[src/rtl/cfla_pkg.sv]
// shared constants, codes and controller/datapath interface types for the chunk allocator
package cfla_pkg;

	// sizing
	localparam int MAX_CHUNKS = 1024;
	localparam int ADDR_W     = 48;
	localparam int SIZE_W     = 17;
	localparam int CHUNKS_W   = 11;
	localparam int REQ_W      = 20;
	localparam int OP_W       = 2;
	localparam int STAT_W     = 3;
	localparam int BITS_PER_BYTE = 8;
	localparam int CLR_W      = 8;

	localparam int CNT_W  = $clog2(MAX_CHUNKS + 1);
	localparam int IDX_W  = $clog2(MAX_CHUNKS);
	localparam int M_W    = $clog2((MAX_CHUNKS + BITS_PER_BYTE - 1) / BITS_PER_BYTE + 1);
	localparam int ITER_W = (M_W > 1) ? $clog2(M_W) : 1;
	localparam int PROD_W = CNT_W + SIZE_W;
	localparam int SUM_W  = ((ADDR_W > PROD_W) ? ADDR_W : PROD_W) + 1;
	localparam int CFG_W  = (ADDR_W > SIZE_W) ? ADDR_W : SIZE_W;
	localparam int REG_IDX_W = 2;

	// register reset values
	localparam logic [SIZE_W-1:0]   SIZE_RST   = SIZE_W'(256);
	localparam logic [CHUNKS_W-1:0] CHUNKS_RST = CHUNKS_W'(1024);

	// register indexes
	localparam logic [REG_IDX_W-1:0] REG_BASE   = 2'd0;
	localparam logic [REG_IDX_W-1:0] REG_SIZE   = 2'd1;
	localparam logic [REG_IDX_W-1:0] REG_CHUNKS = 2'd2;

	// operations
	localparam logic [OP_W-1:0] OP_ALLOC    = 2'd0;
	localparam logic [OP_W-1:0] OP_FREE     = 2'd1;
	localparam logic [OP_W-1:0] OP_FREE_CUR = 2'd2;

	// result status codes
	localparam logic [STAT_W-1:0] STAT_OK       = 3'd0;
	localparam logic [STAT_W-1:0] STAT_BAD_SIZE = 3'd1;
	localparam logic [STAT_W-1:0] STAT_EMPTY    = 3'd2;
	localparam logic [STAT_W-1:0] STAT_LAST     = 3'd3;
	localparam logic [STAT_W-1:0] STAT_OVERFLOW = 3'd4;

	// controller to datapath
	typedef struct packed {
		logic init_load;
		logic div_step;
		logic fresh_load;
		logic mul_load;
		logic add_load;
		logic accept;
		logic finish;
	} cfla_cmd_t;

	// datapath to controller
	typedef struct packed {
		logic div_last;
		logic cfg_hit;
	} cfla_sts_t;

endpackage

[src/rtl/cfla_ctrl.sv]
// sequencing fsm for pool init and per-request execution
module cfla_ctrl (
	input  logic                clk,
	input  logic                arst_n,
	input  logic                start,
	input  cfla_pkg::cfla_sts_t sts,
	output cfla_pkg::cfla_cmd_t cmd,
	output logic                busy,
	output logic                done
);
	import cfla_pkg::*;

	localparam logic [2:0] S_LOAD  = 3'd0;
	localparam logic [2:0] S_DIV   = 3'd1;
	localparam logic [2:0] S_FRESH = 3'd2;
	localparam logic [2:0] S_MUL   = 3'd3;
	localparam logic [2:0] S_ADD   = 3'd4;
	localparam logic [2:0] S_IDLE  = 3'd5;
	localparam logic [2:0] S_FIN   = 3'd6;

	logic [2:0] state_q;
	logic [2:0] state_d;
	logic       done_q;

	always_comb begin
		cmd            = '0;
		cmd.init_load  = (state_q == S_LOAD);
		cmd.div_step   = (state_q == S_DIV);
		cmd.fresh_load = (state_q == S_FRESH);
		cmd.mul_load   = (state_q == S_MUL);
		cmd.add_load   = (state_q == S_ADD);
		cmd.accept     = (state_q == S_IDLE) && start && !sts.cfg_hit;
		cmd.finish     = (state_q == S_FIN);
	end

	always_comb begin
		state_d = state_q;
		case (state_q)
			S_LOAD:  state_d = S_DIV;
			S_DIV:   if (sts.div_last) begin
				state_d = S_FRESH;
			end
			S_FRESH: state_d = S_MUL;
			S_MUL:   state_d = S_ADD;
			S_ADD:   state_d = S_IDLE;
			S_IDLE:  if (cmd.accept) begin
				state_d = S_FIN;
			end
			S_FIN:   state_d = S_IDLE;
			default: state_d = S_LOAD;
		endcase
		// any write to a listed register restarts pool init
		if (sts.cfg_hit) begin
			state_d = S_LOAD;
		end
	end

	always_ff @(posedge clk or negedge arst_n) begin
		if (!arst_n) begin
			state_q <= S_LOAD;
			done_q  <= 1'b0;
		end else begin
			state_q <= state_d;
			done_q  <= cmd.finish;
		end
	end

	assign busy = (state_q != S_IDLE);
	assign done = done_q;

	a_accept_then_fin: assert property (@(posedge clk) disable iff (!arst_n)
		cmd.accept |=> (state_q == S_FIN))
		else $error("accepted request not followed by finish cycle");

	a_done_after_fin: assert property (@(posedge clk) disable iff (!arst_n)
		done |-> ($past(state_q) == S_FIN))
		else $error("result strobe without finish cycle");

	a_accept_when_idle: assert property (@(posedge clk) disable iff (!arst_n)
		cmd.accept |-> !busy)
		else $error("request taken while busy");

endmodule

[config.mk]
export PLATFORM = sky130hd
export DESIGN_NAME = cfla_ctrl
export DESIGN_NICKNAME = d
export VERILOG_FILES = /design/src/rtl/cfla_pkg.sv /design/src/rtl/cfla_ctrl.sv
export SDC_FILE = /design/constraint.sdc
export NUM_CORES = 1
export LEC_CHECK = 0
export BUFFER_PORTS_ARGS = -buffer_cell sky130_fd_sc_hd__clkbuf_2
export CORE_AREA = 3 3 40 42
export CTS_CLUSTER_DIAMETER = 120
export DETAILED_ROUTE_END_ITERATION = 7
export DIE_AREA = 0 0 43 45
export PLACE_DENSITY_LB_ADDON = 0.08
export SETUP_SLACK_MARGIN = 0.5
export SKIP_CTS_REPAIR_TIMING = 1
export SLEW_MARGIN = 20
export SYNTH_ARGS = -nofsm -noshare
export SYNTH_HDL_FRONTEND = slang
export SYNTH_SLANG_ARGS = --single-unit
[constraint.sdc]
create_clock -name clk -period 1.1 [get_ports clk]
set_input_delay 0.055 -clock clk [delete_from_list [all_inputs] [get_ports clk]]
set_output_delay 0.055 -clock clk [all_outputs]
set_load 0.02 [all_outputs]
== Word level (Yosys, flattened, before mapping) ==
Index checks and enable logic that the tools add are counted.

* Bits in registers: 4
* Output and inout bits: 9
* Logic and storage cells: 21

* Equality and inequality tests: 9
* Multiplexer cells: 4
* Reductions and logical operators: 6

{| class="wikitable"
|+ Operators by type and width
! operator !! count
|-
| 3-bit one-hot mux with 6 select lines || 1
|-
| 3-bit equality test, second input constant || 3
|-
| 3-bit 2-to-1 mux || 3
|-
| 3-bit inequality test, second input constant || 3
|-
| 3-bit by 2-bit equality test with 1-bit output, second input constant || 2
|-
| 3-bit by 1-bit equality test with 1-bit output, second input constant || 1
|-
| 3-bit logical NOT || 1
|-
| 1-bit logical AND || 2
|-
| 2-bit AND reduction || 1
|-
| 2-bit OR reduction || 1
|-
| 1-bit logical NOT || 1
|}

== Logic depth before layout (Yosys ltp) ==
* Depth in word-level cells: 6
* Depth in mapped cells: 3
* Depth with buffers taken out: 2

== Worst setup path before layout ==
No wires, ideal clock.

* Path type: flip-flop to output port
* Start point: register state_q[1]
* End point: output port cmd[1] (netlist bit)
* Arrival time: 1.368 ns
* Required time: 1.045 ns
* Path slack: -0.323 ns
* Cell stages (with the launch flop): 4
* Cells stage by stage: dfrtp_1 -> buf_6 -> nand3b_1 -> nor3b_1

{| class="wikitable"
|+ RTL lines
! what !! line !! source
|-
| from (decl) || cfla_ctrl.sv:21 || <nowiki>logic [2:0] state_q;</nowiki>
|-
| from (signal assigned) || cfla_ctrl.sv:63 || <nowiki>state_q <= state_d;</nowiki>
|-
| to (decl) || cfla_ctrl.sv:7 || <nowiki>output cfla_pkg::cfla_cmd_t cmd,</nowiki>
|}

==> results.md <==
* Status: finished with violations
* Failing checks: setup timing
* Synth warn at 0
* Core Util, Final at 38.27%
* CP peak stage delay at 0.38 ns
* Layout cell share with drive strength beyond 1 at 76.09%
* Cell Count, Final, Fillers Out at 61
* Clk sink count at 4
* Mapped Cells at 24
* TNS Setup at -0.8868 ns
* Ant diodes at 0
* Kind of critical path: flop to output pin
* Post-synthesis sequential area ratio at 40.61%
* Measured slew at the worst slew-check pin at 0.2151 ns
* Worst slew margin at 85.60%
* Top delay family on crit path: simple AND/OR/NAND/NOR gates
* Total wire length at 693 um
* Class of the worst hold path: primary input to flop
* Die X-Extent at 43 um
* Vias/cell at 4.295
* Multi-input gate area at 163.9 sq um
* CP Max Fanout at 3
* Total grt overflow at 0
* Clk Latency, worst-skew pair at 0.23 ns
* Worst VDD drop at 0.4570 mV
* Syn_nets at 29
* Maximum root-to-sink buffer count at 2
* Max_cap viols at 0
* FMAX at 792.7 MHz
* NetSw at 0.1634 mW
* All-layer global routing usage at 7.023%
* Critical Path RT at 1.04 ns
* Slowest CP cell: dfrtp_1
* Final-report hold violation count at 0
* Post-Synthesis Cell Area at 246.5 sq um
* Sequential power share at 31.6%
* DRC Markers at 0
* # IOs at 14
* Die area at 1935 sq um
* Clock share of power at 33.2%
* Drt wl/cell at 11.36 um
* CP Buf/Inv Count at 1
* Placer congestion estimate at 0.7035
* Area growth from synthesis to layout at 99.49%
* I/O Buffers at 13
* Reg clk slew, reported paths at 0.04 ns
* Setup WS post-layout at -0.1615 ns
* Vias in the first global route at 238
* Placed Instances at 52
* Slew Limit Fails at 0
* #FFs+latches synth at 4
* Pre-antenna DRT Iters at 2
* CTS root buf: clkbuf_4
* Die height at 45 um
* Leak pwr at 0.2400 nW
* Critical path endpoint category: output pin
* Final net count at 53
* Vias after detailed routing at 262
* FP Rows at 13
* Sw Share at 29.90%
* First-pass GRT wire length at 986 um
* P per Cell Area at 1111 nW/um^2
* RSZ-0062 raised after global routing: yes
* Power, Total at 0.5465 mW
* Period Utilization, post-route at 114.7%
* Tmin final at 1.262 ns
* Filler cell count at 141
* Critical path, cell by cell: nand3b_1 > nor3b_4 > buf_6
* Total CTS buffers at 3
* Core area at 1285 sq um
* Share of total power in combinational logic at 35.2%
* CTS tree: built
* Cell internal pwr at 0.3831 mW
* Largest net degree at the start of global routing at 8
* Startpoint types: flop
* FF+latch area at 101.3 sq um
* HPWL after DPL at 469.2 um
* # setup viols final at 8
* Initial antenna violation count at 0
* Final clock skew at 0.003514 ns
* Iteration-0 DRC Markers at 3
* H-tree levels at 1
* Initial cell density of the core at 19.18%
* Post-synth cell types at 15
* Mapped Avg Cell Area at 10.27 sq um
* Arrival time at the worst endpoint at 1.21 ns
* Post-route antenna net violation count at 0
-- power groups by stage --
stage | clock, mW | sequential [mW] | combinational, mW
floorplan | 0 | 0.165 | 0.109
global placement | 0 | 0.177 | 0.135
detailed placement | 0 | 0.176 | 0.136
CTS | 0.192 | 0.174 | 0.136
global route | 0.204 | 0.175 | 0.208
finish | 0.181 | 0.173 | 0.192
-- per-stage QoR --
step                      worst slack, ns  instance area, sq um  hold slack, ns
after floorplan                   -0.1043                 272.8         -0.2406
after global placement            0.02425                 345.3         -0.1343
after detailed placement          0.05057                 345.3         -0.1343
after CTS                         -0.2137                 367.9         -0.3919
after global routing              -0.2309                 491.7         0.07684
final                             -0.1615                 491.7         0.07047
-- final timing paths --
kind	start	endpoint	slack, ns	cells past startpoint
worst max-delay path	state_q[1]$_DFFE_PN0P_	cmd[1]	-0.16	3
worst min register to register	state_q[0]$_DFFE_PN0P_	state_q[1]$_DFFE_PN0P_	0.62	2
min in group asynchronous	arst_n	done$_DFF_PN0_	0.16	2
worst min-delay path	sts[0]	state_q[2]$_DFFE_PN0P_	0.07	2
worst max register to register	state_q[1]$_DFFE_PN0P_	state_q[1]$_DFFE_PN0P_	0.01	3
max in group asynchronous	arst_n	state_q[2]$_DFFE_PN0P_	0.80	2
-- cell usage in the layout, fill, tap and decap left out, drive strengths merged --
cell / netlist / routed
dlygate4sd3: 0 / 1
nor3: 1 / 1
clkbuf: 0 / 7
buf: 3 / 17
nor3b: 4 / 4
inv: 2 / 2
nand3b: 2 / 2
mux2i: 1 / 1
a21bo: 1 / 1
a21oi: 1 / 1
dfrtp: 4 / 4
or3b: 1 / 1
and3b: 1 / 1
nor2: 1 / 1
o2bb2ai: 2 / 2
-- kinds of logic (layout without fill, tap and decap cells) --
group	Yosys count	after routing	share of synthesized area, %
flip-flops	4	4	40.61
AO/OA/AOI/OAI	4	4	13.20
AND/OR/NAND/NOR	10	10	29.44
multiplexers	1	1	4.061
buffers and inverters	5	27	12.69
-- area by class of cell --
class,count,area share (%)
clock buffers,3,4.580
inverters,2,1.527
multi-input cells,15,33.33
flip-flops and latches,4,20.61
well taps,15,3.817
repair buffers,22,36.13
-- synthesized netlist by cell type --
master,instances,area share [%]
a21oi_1,1,2.0
o2bb2ai_1,2,7.1
buf_6,1,4.6
buf_2,1,2.0
dfrtp_1,4,41
and3b_2,1,4.1
a21bo_2,1,4.1
nor3_1,1,2.0
inv_1,2,3.0
nor2_1,1,1.5
mux2i_1,1,4.1
nor3b_1,4,12
nand3b_1,2,6.1
or3b_1,1,3.6
buf_4,1,3.0
-- flip-flops by register name (all words and copies together), names as in the netlist --
register  flops
state_q       3
done          1
-- layer usage --
| layer | part of all wire, % | global-route usage [%] | wire [um] |
|---|---|---|---|
| met1 | 42 | 8.293 | 293 |
| met2 | 46 | 8.982 | 319 |
| met3 | 11 | 4.382 | 75 |
| met4 | 0.58 | 5.422 | 4 |
| met5 | 0 | 0 | 0 |
Power figures use the tool's default switching activity.
